<file path="src/hdl/rtwa_pkg.sv">
package rtwa_pkg;

  localparam int MAX_ENTRIES = 64;
  localparam int IDX_W = $clog2(MAX_ENTRIES);
  localparam int CNT_W = $clog2(MAX_ENTRIES + 1);

  localparam logic [15:0] MAX_AGE_RST = 16'd300;

  // request kinds
  localparam logic KIND_LEARN  = 1'b0;
  localparam logic KIND_LOOKUP = 1'b1;

  // result status codes
  localparam logic [2:0] ST_HIT      = 3'd0;
  localparam logic [2:0] ST_NONE     = 3'd1;
  localparam logic [2:0] ST_STALE    = 3'd2;
  localparam logic [2:0] ST_REPLACED = 3'd3;
  localparam logic [2:0] ST_KEPT     = 3'd4;
  localparam logic [2:0] ST_INSERTED = 3'd5;
  localparam logic [2:0] ST_FULL     = 3'd6;

  typedef struct packed {
    logic [31:0] addr;
    logic [47:0] mac;
    logic [7:0]  iface;
    logic [7:0]  hops;
    logic [31:0] stamp;
  } row_t;

  // controller -> datapath
  typedef struct packed {
    logic load;
    logic scan;
    logic resolve;
  } cmd_t;

  // datapath -> controller
  typedef struct packed {
    logic more;
    logic pend;
    logic hit;
  } sts_t;

endpackage

</file>
<file path="src/hdl/rtwa_ctrl.sv">
module rtwa_ctrl (
  input  logic           clk,
  input  logic           rst,
  input  logic           start,
  input  rtwa_pkg::sts_t sts,
  output rtwa_pkg::cmd_t cmd,
  output logic           busy
);
  import rtwa_pkg::*;

  typedef enum logic [1:0] {
    S_IDLE,
    S_SCAN,
    S_RESOLVE
  } state_t;

  state_t state;

  always_ff @(posedge clk) begin
    if (rst) begin
      state <= S_IDLE;
    end else begin
      case (state)
        S_IDLE: begin
          if (start) begin
            state <= S_SCAN;
          end
        end
        S_SCAN: begin
          // stop on first match, or once every used slot has been compared
          if (sts.hit || (!sts.pend && !sts.more)) begin
            state <= S_RESOLVE;
          end
        end
        S_RESOLVE: begin
          state <= S_IDLE;
        end
        default: begin
          state <= S_IDLE;
        end
      endcase
    end
  end

  always_comb begin
    cmd.load    = (state == S_IDLE) && start;
    cmd.scan    = (state == S_SCAN);
    cmd.resolve = (state == S_RESOLVE);
  end

  assign busy = (state != S_IDLE);

endmodule

</file>
<file path="config.mk">
export PLATFORM = sky130hd
export DESIGN_NAME = rtwa_ctrl
export DESIGN_NICKNAME = d
export VERILOG_FILES = /design/src/hdl/rtwa_pkg.sv /design/src/hdl/rtwa_ctrl.sv
export SDC_FILE = /design/constraint.sdc
export NUM_CORES = 1
export LEC_CHECK = 0
export ABC_AREA = 1
export BUFFER_PORTS_ARGS = -buffer_cell sky130_fd_sc_hd__buf_4
export CORE_AREA = 2 2 39 41
export CTS_BUF_LIST = sky130_fd_sc_hd__clkbuf_4 sky130_fd_sc_hd__clkbuf_8
export DETAILED_ROUTE_END_ITERATION = 10
export DIE_AREA = 0 0 41 43
export GPL_ROUTABILITY_DRIVEN = 0
export SLEW_MARGIN = 20
export SYNTH_ARGS = -nofsm -noshare
export SYNTH_HDL_FRONTEND = slang
export SYNTH_SLANG_ARGS = --single-unit
</file>
<file path="constraint.sdc">
create_clock -name clk -period 0.8 [get_ports clk]
set_input_delay 0.08 -clock clk [delete_from_list [all_inputs] [get_ports clk]]
set_output_delay 0.08 -clock clk [all_outputs]
set_load 0.01 [all_outputs]
</file>
==> flow_summary.json <==
{
  "worst_pin_slew_ns": 0.178,
  "synth_cell_types": 7,
  "critical_path_class": "reg -> out",
  "switching_share_pct": 26.3,
  "pwr-share-seq_pct": 24.4,
  "cp.arrival_ns": 0.89,
  "internal_power_mw": 0.351,
  "switching_power_mw": 0.125,
  "hold_ws_ns": 0.0933,
  "layout_common_cells": "7 x buf_4, 4 x buf_6",
  "multi_input_comb_area_um2": 77.6,
  "rows": 14,
  "power_per_cell_area_mw_per_mm2": 1680,
  "rsz0062_at_grt": "true",
  "cts_buffers": 3,
  "die_x_um": 41,
  "status": "finished with violations",
  "synth_top_area_share_pct": 35.6,
  "yosysWarnings": 0,
  "ys_ff_latch": 2,
  "wl_per_cell_um": 7.45,
  "die_h_um": 43,
  "yosysSeqAreaShare_pct": 35.6,
  "io_buffers": 9,
  "grt_use_total_pct": 6.01,
  "synthesis.nets": 25,
  "via_per_inst": 3.16,
  "grt_pass1_vias": 170,
  "end_kind": "output pin",
  "drt_iter0_markers": 5,
  "start_util_pct": 8.14,
  "fin_cells": 49,
  "yosys.area_share.xor_xnor_pct": 0,
  "dieArea_mm2": 0.00176,
  "antenna-diode-count": 0,
  "violations": "setup timing",
  "h-tree-depth": 1,
  "rr_startpoint": "state[1]",
  "netlist_area_um2": 113,
  "hold_depth": 3,
  "relSlewSlack_pct": 88.1,
  "syn2layout_area_growth_pct": 151,
  "dpl.cell_count": 44,
  "hp-start": "start",
  "fin_crit_ns": 0.970,
  "final_util_pct": 20.4,
  "setup_viol": 6,
  "fin_nets": 41,
  "critPathMaxStageDelay_ns": 0.32,
  "synth_compound_area_share_pct": 0,
  "r2r_end": "state[0]",
  "syn_avg_cell_area_um2": 5.93,
  "ys_top_cells_by_area": "dfxtp_1 36%, inv_1 20%, nor2_1 17%, nor2_2 11%, nand2_1 6.7%",
  "path_cells": "nor2_4, inv_2, nor2_4, buf_6",
  "drv_cap": 0,
  "drv_slew": 0,
  "clk_latency_ns": 0.22,
  "finalClockSkew_ns": 0.00363,
  "grt_max_degree": 3,
  "mostFrequentLayoutCell": "buf_4",
  "yosys.area_share.simple_pct": 44.4,
  "cts_tree": "done",
  "grt_pass1_wl_um": 572,
  "rr_worst_depth": 6,
  "largest_register": "state",
  "worst_ep_required_time_ns": 0.72,
  "timing.final.hold_violations": 0,
  "pre_cts_slack_ns": 0.0159,
  "register_area_um2": 42.5,
  "fmax_mhz": 1030,
  "worstSetupStartpointType": "flip-flop",
  "globalRoute.totalOverflow": 0,
  "root_buffer": "clkbuf_4",
  "p_leak_nw": 0.144,
  "min_to": "state[0]",
  "reg_top3": "state x2",
  "cts_sinks": 2,
  "num_io_pins": 10,
  "fin_crit_sh_pct": 121,
  "final_layout_size_suffix_gt1_share_pct": 75.8,
  "cts_buffer_depth": 2,
  "synth.area.mux_share_pct": 0,
  "antenna_found_initial": 0,
  "clk_pin_slew_worst_paths_ns": 0.03,
  "crit_top_cell": "nor2_4",
  "worst_slack_ns": -0.170,
  "ant_nets": 0,
  "worstPathMaxFanout": 2,
  "cpMaxStageDelayCell": "dfxtp_2",
  "hold_class": "in -> reg",
  "largest_register_ffs": 2,
  "hpwl_um": 222,
  "drt_pass1_iterations": 4,
  "synth_fa_ha_area_share_pct": 0,
  "routed_wl_um": 365,
  "fillerInstances": 157,
  "regToRegSetupSlack_ns": -0.08,
  "power_mw": 0.476,
  "synth_area_leader_cell": "dfxtp_1",
  "p_comb_share_pct": 28.8,
  "route.detailed.drc": 0,
  "synth_top_family_by_area": "simple AND/OR/NAND/NOR gates",
  "num_vias": 155,
  "coreArea_mm2": 0.00138,
  "max-vdd-ir-drop_mv": 0.380,
  "netlist_instances": 19,
  "p_clk_share_pct": 46.8
}
[kinds of logic (layout without fill, tap and decap cells)]
family,Yosys count,after routing
buffers and inverters,6,20
DFF,2,2
and+or+nand+nor,11,11
[Yosys cell counts]
| library cell | count |
|---|---|
| nor2_2 | 2 |
| inv_1 | 6 |
| nand3_1 | 1 |
| nand2_1 | 2 |
| nor2_1 | 5 |
| dfxtp_1 | 2 |
| nand2_2 | 1 |
[worst max-delay path: cells and delay by family, from the launching register on]
kind | cells | cell delay [ns]
flip-flops | 1 | 0.32
AND/OR/NAND/NOR | 2 | 0.19
buffers and inverters | 2 | 0.16
[metrics by stage]
step / TNS, ns / instance area (um^2)
after floorplan: 0 / 113
after global placement: 0 / 200
after detailed placement: 0 / 200
after CTS: -0.783 / 253
after global routing: -1.09 / 283
final: -0.762 / 283
[metal layers]
layer,global-route usage [%],vias up,share of wire [%]
li1,-,80,-
met1,4.14,62,33
met2,7.19,11,50
met3,3.14,2,12
met4,12.0,0,5.2
met5,0,-,0
[power groups by stage]
| stage | Sequential, mW | Clock, mW | Combinational (mW) |
|---|---|---|---|
| CTS | 0.112 | 0.242 | 0.112 |
| global route | 0.117 | 0.269 | 0.151 |
| global placement | 0.113 | 0 | 0.0862 |
| finish | 0.116 | 0.223 | 0.137 |
| floorplan | 0.112 | 0 | 0.0392 |
| detailed placement | 0.113 | 0 | 0.0876 |
[final cells by class]
class | count | area share [%]
timing repair buffer | 11 | 34.5
clock buffer | 3 | 7.96
sequential | 2 | 15.0
multi-input combinational | 11 | 27.4
tap | 16 | 7.08
inverter | 6 | 7.96
[how the worst max path moves through the flow]
stage	slack, ns	start	to	cells after the start
after global routing	-0.24	state[1]	cmd[2]	4
after detailed placement	0.02	state[0]	cmd[2]	4
final	-0.17	state[1]	cmd[2]	4
after global placement	0.03	state[0]	cmd[2]	4
after floorplan	0.04	state[0]	cmd[2]	3
after CTS	-0.22	state[0]	cmd[2]	4
[what timing repair did]
action                                  CTS  global route
hold buffers                              0             0
gates resized for setup                   6            10
pin swaps                                 4             3
setup buffers                             2             0
endpoints found under the setup margin    4             6
Power figures use the tool's default switching activity.
